### config.mk
export PLATFORM = sky130hd
export DESIGN_NAME = sialf_ctrl
export DESIGN_NICKNAME = d
export VERILOG_FILES = /design/src/sialf_pkg.sv /design/src/sialf_ctrl.sv
export VERILOG_INCLUDE_DIRS = /design/src /design/src/src
export SDC_FILE = /design/constraint.sdc
export NUM_CORES = 1
export LEC_CHECK = 0
export BUFFER_PORTS_ARGS = -buffer_cell sky130_fd_sc_hd__buf_4
export CORE_AREA = 2 2 155 157
export DETAILED_ROUTE_END_ITERATION = 10
export DIE_AREA = 0 0 157 159
export PLACE_DENSITY = 0.61
export SYNTH_ARGS = -nofsm -noshare
export SYNTH_HDL_FRONTEND = slang
export SYNTH_SLANG_ARGS = --single-unit
### constraint.sdc
create_clock -name aclk -period 4.5 [get_ports aclk]
set_input_delay 0.225 -clock aclk [delete_from_list [all_inputs] [get_ports aclk]]
set_output_delay 0.225 -clock aclk [all_outputs]
set_load 0.03 [all_outputs]
### src/sorted_ip_allow_list_filter_top_macros.svh
// Assertion macros used by the allow-list filter sequencer (sialf_ctrl).
`ifndef SORTED_IP_ALLOW_LIST_FILTER_TOP_MACROS_SVH
`define SORTED_IP_ALLOW_LIST_FILTER_TOP_MACROS_SVH

`ifndef SYNTHESIS
`define SIALF_ASSERT(lbl, prop, msg) \
    lbl: assert property (@(posedge aclk) disable iff (!aresetn) prop) else $error(msg);
`define SIALF_NEVER(lbl, cond, msg) \
    lbl: assert property (@(posedge aclk) disable iff (!aresetn) !(cond)) else $error(msg);
`else
`define SIALF_ASSERT(lbl, prop, msg)
`define SIALF_NEVER(lbl, cond, msg)
`endif

`endif

### src/sialf_pkg.sv
// Types and constants of the sorted IP allow-list filter.
package sialf_pkg;

    localparam int TABLE_DEPTH = 256;
    localparam int ADDR_W      = $clog2(TABLE_DEPTH);
    localparam int CNT_W       = $clog2(TABLE_DEPTH + 1);
    localparam int IP_W        = 32;
    localparam int CMD_W       = 2;
    localparam int MODE_W      = 2;
    localparam int COUNT_OUT_W = 9;
    localparam int S_TUSER_W   = 8;
    localparam int M_TDATA_W   = 16;

    typedef enum logic [CMD_W-1:0] {
        CMD_CHECK  = 2'd0,
        CMD_ADD    = 2'd1,
        CMD_REMOVE = 2'd2,
        CMD_CLEAR  = 2'd3
    } cmd_t;

    typedef enum logic [MODE_W-1:0] {
        MODE_ALLOW_ALL    = 2'd0,
        MODE_DENY_ALL     = 2'd1,
        MODE_ALLOW_LISTED = 2'd2
    } mode_t;

    typedef struct packed {
        logic              wr_en;
        logic [ADDR_W-1:0] wr_addr;
        logic [IP_W-1:0]   wr_data;
        logic [ADDR_W-1:0] rd_addr;
    } ram_req_t;

    typedef struct packed {
        logic [COUNT_OUT_W-1:0] entry_count;
        logic                   status;
        logic                   allowed;
    } result_t;

endpackage

### src/sialf_ctrl.sv
// Sequencer: binary search, shift and result register over one RAM port pair.
`include "sorted_ip_allow_list_filter_top_macros.svh"

module sialf_ctrl (
    input  logic                           aclk,
    input  logic                           aresetn,
    input  logic                           s_tvalid,
    output logic                           s_tready,
    input  sialf_pkg::cmd_t                in_cmd,
    input  logic [sialf_pkg::IP_W-1:0]     in_addr,
    input  logic [sialf_pkg::MODE_W-1:0]   mode,
    output sialf_pkg::ram_req_t            ram_req,
    input  logic [sialf_pkg::IP_W-1:0]     ram_rdata,
    output logic                           m_valid,
    input  logic                           m_ready,
    output sialf_pkg::result_t             m_result
);
    import sialf_pkg::*;

    typedef enum logic [2:0] {
        ST_IDLE,
        ST_SEARCH_RD,
        ST_SEARCH_CMP,
        ST_HIT_CMP,
        ST_SHIFT_UP,
        ST_INSERT,
        ST_SHIFT_DOWN,
        ST_DONE
    } state_t;

    state_t            state_reg, state_next;
    cmd_t              cmd_reg, cmd_next;
    logic [IP_W-1:0]   key_reg, key_next;
    logic [CNT_W-1:0]  lo_reg, lo_next;
    logic [CNT_W-1:0]  hi_reg, hi_next;
    logic [ADDR_W-1:0] mid_reg, mid_next;
    logic [CNT_W-1:0]  idx_reg, idx_next;
    logic [CNT_W-1:0]  used_reg, used_next;
    logic              allowed_reg, allowed_next;
    logic              status_reg, status_next;
    logic              m_valid_reg, m_valid_next;
    result_t           m_result_reg, m_result_next;

    logic              resolve;
    logic              hit;
    logic [CNT_W-1:0]  mid_calc;
    logic [CNT_W-1:0]  idx_dec;
    logic [CNT_W-1:0]  idx_dec2;
    logic [CNT_W-1:0]  idx_inc2;
    logic [CNT_W-1:0]  pos_inc;
    logic [CNT_W-1:0]  used_dec;

    assign mid_calc = lo_reg + ((hi_reg - lo_reg) >> 1);
    assign idx_dec  = idx_reg - CNT_W'(1);
    assign idx_dec2 = idx_reg - CNT_W'(2);
    assign idx_inc2 = idx_reg + CNT_W'(2);
    assign pos_inc  = lo_reg + CNT_W'(1);
    assign used_dec = used_reg - CNT_W'(1);

    assign s_tready = (state_reg == ST_IDLE);

    always_comb begin
        state_next    = state_reg;
        cmd_next      = cmd_reg;
        key_next      = key_reg;
        lo_next       = lo_reg;
        hi_next       = hi_reg;
        mid_next      = mid_reg;
        idx_next      = idx_reg;
        used_next     = used_reg;
        allowed_next  = allowed_reg;
        status_next   = status_reg;
        m_valid_next  = m_valid_reg && !m_ready;
        m_result_next = m_result_reg;
        ram_req       = '0;
        resolve       = 1'b0;
        hit           = 1'b0;

        case (state_reg)
            ST_IDLE: begin
                if (s_tvalid) begin
                    cmd_next     = in_cmd;
                    key_next     = in_addr;
                    lo_next      = '0;
                    hi_next      = used_reg;
                    allowed_next = 1'b0;
                    status_next  = 1'b0;
                    case (in_cmd)
                        CMD_CHECK: begin
                            if (mode == MODE_ALLOW_ALL) begin
                                allowed_next = 1'b1;
                                state_next   = ST_DONE;
                            end else if (mode == MODE_ALLOW_LISTED) begin
                                state_next = ST_SEARCH_RD;
                            end else begin
                                state_next = ST_DONE;
                            end
                        end
                        CMD_ADD, CMD_REMOVE: begin
                            state_next = ST_SEARCH_RD;
                        end
                        CMD_CLEAR: begin
                            used_next  = '0;
                            state_next = ST_DONE;
                        end
                        default: begin
                            state_next = ST_DONE;
                        end
                    endcase
                end
            end
            ST_SEARCH_RD: begin
                if (lo_reg < hi_reg) begin
                    mid_next       = mid_calc[ADDR_W-1:0];
                    ram_req.rd_addr = mid_calc[ADDR_W-1:0];
                    state_next     = ST_SEARCH_CMP;
                end else if (lo_reg < used_reg) begin
                    ram_req.rd_addr = lo_reg[ADDR_W-1:0];
                    state_next     = ST_HIT_CMP;
                end else begin
                    resolve = 1'b1;
                end
            end
            ST_SEARCH_CMP: begin
                if (ram_rdata < key_reg) begin
                    lo_next = CNT_W'(mid_reg) + CNT_W'(1);
                end else begin
                    hi_next = CNT_W'(mid_reg);
                end
                state_next = ST_SEARCH_RD;
            end
            ST_HIT_CMP: begin
                resolve = 1'b1;
                hit     = (ram_rdata == key_reg);
            end
            ST_SHIFT_UP: begin
                ram_req.wr_en   = 1'b1;
                ram_req.wr_addr = idx_reg[ADDR_W-1:0];
                ram_req.wr_data = ram_rdata;
                if (idx_dec > lo_reg) begin
                    ram_req.rd_addr = idx_dec2[ADDR_W-1:0];
                    idx_next        = idx_dec;
                end else begin
                    state_next = ST_INSERT;
                end
            end
            ST_INSERT: begin
                ram_req.wr_en   = 1'b1;
                ram_req.wr_addr = lo_reg[ADDR_W-1:0];
                ram_req.wr_data = key_reg;
                used_next       = used_reg + CNT_W'(1);
                state_next      = ST_DONE;
            end
            ST_SHIFT_DOWN: begin
                ram_req.wr_en   = 1'b1;
                ram_req.wr_addr = idx_reg[ADDR_W-1:0];
                ram_req.wr_data = ram_rdata;
                if (idx_inc2 < used_reg) begin
                    ram_req.rd_addr = idx_inc2[ADDR_W-1:0];
                    idx_next        = idx_reg + CNT_W'(1);
                end else begin
                    used_next  = used_dec;
                    state_next = ST_DONE;
                end
            end
            ST_DONE: begin
                if (!m_valid_reg || m_ready) begin
                    m_valid_next              = 1'b1;
                    m_result_next.allowed     = allowed_reg;
                    m_result_next.status      = status_reg;
                    m_result_next.entry_count = COUNT_OUT_W'(used_reg);
                    state_next                = ST_IDLE;
                end
            end
            default: begin
                state_next = ST_IDLE;
            end
        endcase

        if (resolve) begin
            state_next = ST_DONE;
            case (cmd_reg)
                CMD_CHECK: begin
                    allowed_next = hit;
                end
                CMD_ADD: begin
                    if (!hit) begin
                        if (used_reg >= CNT_W'(TABLE_DEPTH)) begin
                            status_next = 1'b1;
                        end else if (used_reg > lo_reg) begin
                            ram_req.rd_addr = used_dec[ADDR_W-1:0];
                            idx_next        = used_reg;
                            state_next      = ST_SHIFT_UP;
                        end else begin
                            state_next = ST_INSERT;
                        end
                    end
                end
                CMD_REMOVE: begin
                    if (hit) begin
                        if (pos_inc < used_reg) begin
                            ram_req.rd_addr = pos_inc[ADDR_W-1:0];
                            idx_next        = lo_reg;
                            state_next      = ST_SHIFT_DOWN;
                        end else begin
                            used_next = used_dec;
                        end
                    end
                end
                default: begin
                end
            endcase
        end
    end

    always_ff @(posedge aclk) begin
        if (!aresetn) begin
            state_reg   <= ST_IDLE;
            used_reg    <= '0;
            m_valid_reg <= 1'b0;
        end else begin
            state_reg   <= state_next;
            used_reg    <= used_next;
            m_valid_reg <= m_valid_next;
        end
        cmd_reg      <= cmd_next;
        key_reg      <= key_next;
        lo_reg       <= lo_next;
        hi_reg       <= hi_next;
        mid_reg      <= mid_next;
        idx_reg      <= idx_next;
        allowed_reg  <= allowed_next;
        status_reg   <= status_next;
        m_result_reg <= m_result_next;
    end

    assign m_valid  = m_valid_reg;
    assign m_result = m_result_reg;

    `SIALF_NEVER(a_used_bound, used_reg > CNT_W'(TABLE_DEPTH), "entry count above table depth")
    `SIALF_ASSERT(a_busy_after_accept, (s_tvalid && s_tready) |=> !s_tready, "ready after accept")
    `SIALF_ASSERT(a_wr_in_range, ram_req.wr_en |-> (CNT_W'(ram_req.wr_addr) <= used_reg), "write past end")
    `SIALF_ASSERT(a_insert_room, (state_reg == ST_INSERT) |-> (used_reg < CNT_W'(TABLE_DEPTH)), "insert into full table")

endmodule
Word-level counts from Yosys, hierarchy flattened
Index checks and enable logic that the tools add are counted.
{"block": "totals", "reg_bits": 95, "word_cells": 144}
{"block": "op_classes", "eq_ne": 22, "n_addsub": 10, "n_reduce_logical": 18, "order_cmp": 8, "n_mux": 72}
{"cell": "$mux W9", "count": 19}
{"cell": "$pmux W41 S2", "count": 1}
{"cell": "$mux W8", "count": 10}
{"cell": "$pmux W9 S2", "count": 4}
{"cell": "$lt A9 B9 Y1", "count": 4}
{"cell": "$eq A32 B32 Y1", "count": 1}
{"cell": "$lt A32 B32 Y1", "count": 1}
{"cell": "$add A9 B1 Y9 const B", "count": 3}
{"cell": "$mux W3", "count": 9}
{"cell": "$pmux W9 S3", "count": 1}
{"cell": "$pmux W8 S3", "count": 1}
{"cell": "$pmux W3 S7", "count": 1}
{"cell": "$mux W1", "count": 20}
{"cell": "$gt A9 B9 Y1", "count": 2}
{"cell": "$sub A9 B1 Y9 const B", "count": 2}
{"cell": "$pmux W8 S2", "count": 1}
{"cell": "$eq A3 B3 Y1 const B", "count": 4}
{"cell": "$add A8 B1 Y9 const B", "count": 1}
{"cell": "$add A9 B2 Y9 const B", "count": 1}
{"cell": "$ge A9 B9 Y1 const B", "count": 1}
{"cell": "$ne A3 B3 Y1 const B", "count": 3}
{"cell": "$pmux W3 S3", "count": 1}
{"cell": "$sub A9 B9 Y9", "count": 1}
{"cell": "$add A8 B8 Y8", "count": 1}
{"cell": "other kinds (22)", "count": 37}

Depth between registers and ports, before layout
{"block": "depth", "depth_word": 9, "depth_mapped": 18, "depth_no_buf": 17}

Least setup slack after synthesis
OpenSTA, ideal clock, no wires.
{"block": "synth_path", "path_kind": "reg-to-output", "start": "register idx_reg[2]", "end": "output ram_req[4] in the netlist's numbering", "path_slack_ns": 0.750, "path_buffers": 2, "arrival_ns": 3.525, "stages_incl_launch_ff": 18, "required_ns": 4.275, "path_cell_list": "dfxtp_1 clkbuf_1 inv_1 ha_1 nor3b_1 a21boi_2 nand2_1 xnor2_1 ha_1 a21oi_1 nand2_1 a21oi_2 a21oi_4 and3_1 buf_4 a221o_1 a222oi_1 o21ai_1"}
{"item": "start: declaration", "line_no": "sialf_ctrl.sv:37", "rtl": "logic [CNT_W-1:0] idx_reg, idx_next;"}
{"item": "start signal: assignment", "line_no": "sialf_ctrl.sv:231", "rtl": "idx_reg <= idx_next;"}
{"item": "end: declaration", "line_no": "sialf_ctrl.sv:12", "rtl": "output sialf_pkg::ram_req_t ram_req,"}

==> results.ini <==
[outcome]
status = finished, final reports clean

[layout]
nets = 1212
drive_gt1_share_pct = 21.0
final.fill_count = 2290
syn_to_final_growth_pct = 21.5
instances_no_fill = 1365
diodes = 0
largest_register_ffs = 32

[power_and_ir_drop]
seqPwrFrac_pct = 20.9
p_leak_nw = 4.20
total_power_mw = 8.12
swShare_pct = 52.0
combPwrFrac_pct = 69.2
p_int_mw = 3.90
power_density_mw_per_mm2 = 829
p_clk_share_pct = 9.9
p_sw_mw = 4.22
vdd_drop_max_mv = 0.315

[timing]
relSlewSlack_pct = 29.1
tightestPinTransition_ps = 1060
min_period_ps = 4300
rsz0062_at_grt = no
hold_viol = 0
fmax_mhz = 232
setup-violations-final = 0
skew_ps = 17.4
finalCritPeriodShare_pct = 95.6
fin_setup_tns_ps = 0
drv_slew = 0

[floorplan]
ios = 134
die_w_um = 157
core_area_mm2 = 0.0232
dieHeight_um = 159
start_util_pct = 34.8
die_area_mm2 = 0.0250
std_cell_rows = 56

[worst_hold_path]
hp-class = in -> reg
min_path_cells = 1

[logic_synthesis]
ys_top_cells_by_count = ha_1, nand2_1, o21ai_0
synth_top_area_share_pct = 26.4
netlist_area_mm2 = 0.00807
syn_area_per_cell_um2 = 8.85
synth_most_common_cell = ha_1
ys_warn_count = 0
yosys.area.top_type = edfxtp_1
ys_seq_area_share_pct = 32.4
synth_cell_type_count = 78
postSynth.asyncResetShare_pct = 0
ys_seq_elements = 95
synth_nets = 1082
syn_inst = 911
synth_ff_type = edfxtp_1
synth_edf_count = 71
synth.area.top_cells = edfxtp_1, ha_1, dfxtp_1, o21ai_0, nand2_1

[placed_design]
dp.cells = 1349
dpl.hpwl_mm = 20.8
port_buffers = 133
globalplace.congestion = 0.902

[global_routing]
grt_pass1_wl_mm = 41.1
grt.total_usage_pct = 21.4
antenna_found_initial = 0
first_global_vias = 7182
grt_max_degree = 49
overflow = 0

[detailed_routing]
drtIter0Drc = 438
routedWlPerCell_um = 19.6
firstDrtPassIters = 5
vias_per_cell = 5.50
drc = 0
ant_nets = 0
routed-via-count = 7507
routed_wl_mm = 26.7

[setup_path]
rr_worst_depth = 16
cp.required_ps = 4280
cp_max_fo = 17
start_kind = flip-flop
critPathKind = reg -> out
cp-end-kind = output port
arrival_ps = 4080

[run]
maxCapViolCount = 0

[clocking]
cts_tree = built
cts_root_buffer = clkbuf_16
clock_latency_ps = 370
clkTransAtPathRegs_ps = 80
post-cts-setup-buffer-count = 0
cts-resized-gates = 0
numClockSinks = 95
numCtsBuffers = 9
h-tree-depth = 3
cts_buffer_depth = 2
hold_buffers = 0

final cells by class:
cell class / instances / area [um2] / area share [%]
tap: 319 / 399 / 4.07
sequential: 95 / 2610 / 26.7
clock inverter: 5 / 38.8 / 0.396
clock buffer: 11 / 254 / 2.59
inverter: 72 / 273 / 2.78
multi-input combinational: 702 / 5020 / 51.2
timing repair buffer: 161 / 1210 / 12.3
cells in the final DEF (no fill, tap or decap), types with 14 or more instances in the layout:
cell / synthesis / routed
a21o_1: 15 / 15
a21oi_1: 50 / 49
nand2_1: 93 / 93
nor2_1: 53 / 53
buf_4: 3 / 161
inv_1: 71 / 70
xor2_1: 17 / 17
edfxtp_1: 71 / 71
dfxtp_1: 24 / 24
and3_1: 14 / 14
o21ai_0: 79 / 79
nand3_1: 33 / 33
nor3_1: 29 / 29
xnor2_1: 35 / 35
ha_1: 97 / 97
a22oi_1: 17 / 17
critical path, stage by stage (launching register included):
cell and delay (ps):
edfxtp_1 560, inv_1 260, nor3_1 230, nand3_1 130, nor3_1 210, xnor2_1 230, ha_1 310, a21o_1 180
a21oi_1 340, nand2_1 190, nor3_4 140, buf_4 270, a21oi_1 110, o211ai_1 330, buf_4 230
cells by family after synthesis:
logic type	Yosys count	share of synthesized area, %
adders and majority gates	99	15.5
and+or+nand+nor	285	18.2
muxes	17	2.28
AOI/OAI and AO/OA	249	20.2
xor gates and xnor gates	52	5.65
buffers and inverters	114	5.79
DFF	95	32.4
metal layers:
metal	vias to the layer above	global-route usage, %	part of all wire (%)
met4	0	7.05	2.5
met1	3516	29.3	43
met2	362	33.1	45
met3	39	5.09	9.2
li1	3590	-	-
met5	-	0	0
power groups by stage:
| stage | combinational (mW) | sequential (mW) | clock, mW |
|---|---|---|---|
| global placement | 5.49 | 1.70 | 0 |
| detailed placement | 5.54 | 1.70 | 0 |
| CTS | 5.57 | 1.68 | 0.814 |
| global route | 6.17 | 1.73 | 0.848 |
| finish | 5.62 | 1.70 | 0.802 |
| floorplan | 4.02 | 1.52 | 0 |
final timing paths:
| path | to | slack [ps] | start |
|---|---|---|---|
| worst min-delay path | key_reg[28] | 30 | in_addr[28] |
| worst max register to register | idx_reg[0] | 600 | idx_reg[3] |
| worst max-delay path | ram_req[6] | 200 | lo_reg[1] |
| worst min register to register | m_result[0] | 460 | allowed_reg |
metrics by stage:
step	area (um2)	util (%)	setup WS (ps)	hold WS [ps]
2_1_floorplan	8070	-	750	324
3_3_place_gp	9490	40.9	558	403
3_5_place_dp	9490	40.9	488	404
4_1_cts	9780	42.2	82.9	21.2
5_1_grt	9800	42.3	10.6	18.3
6_report	9800	42.3	199	34.4
(Power assumes the default switching activity.)
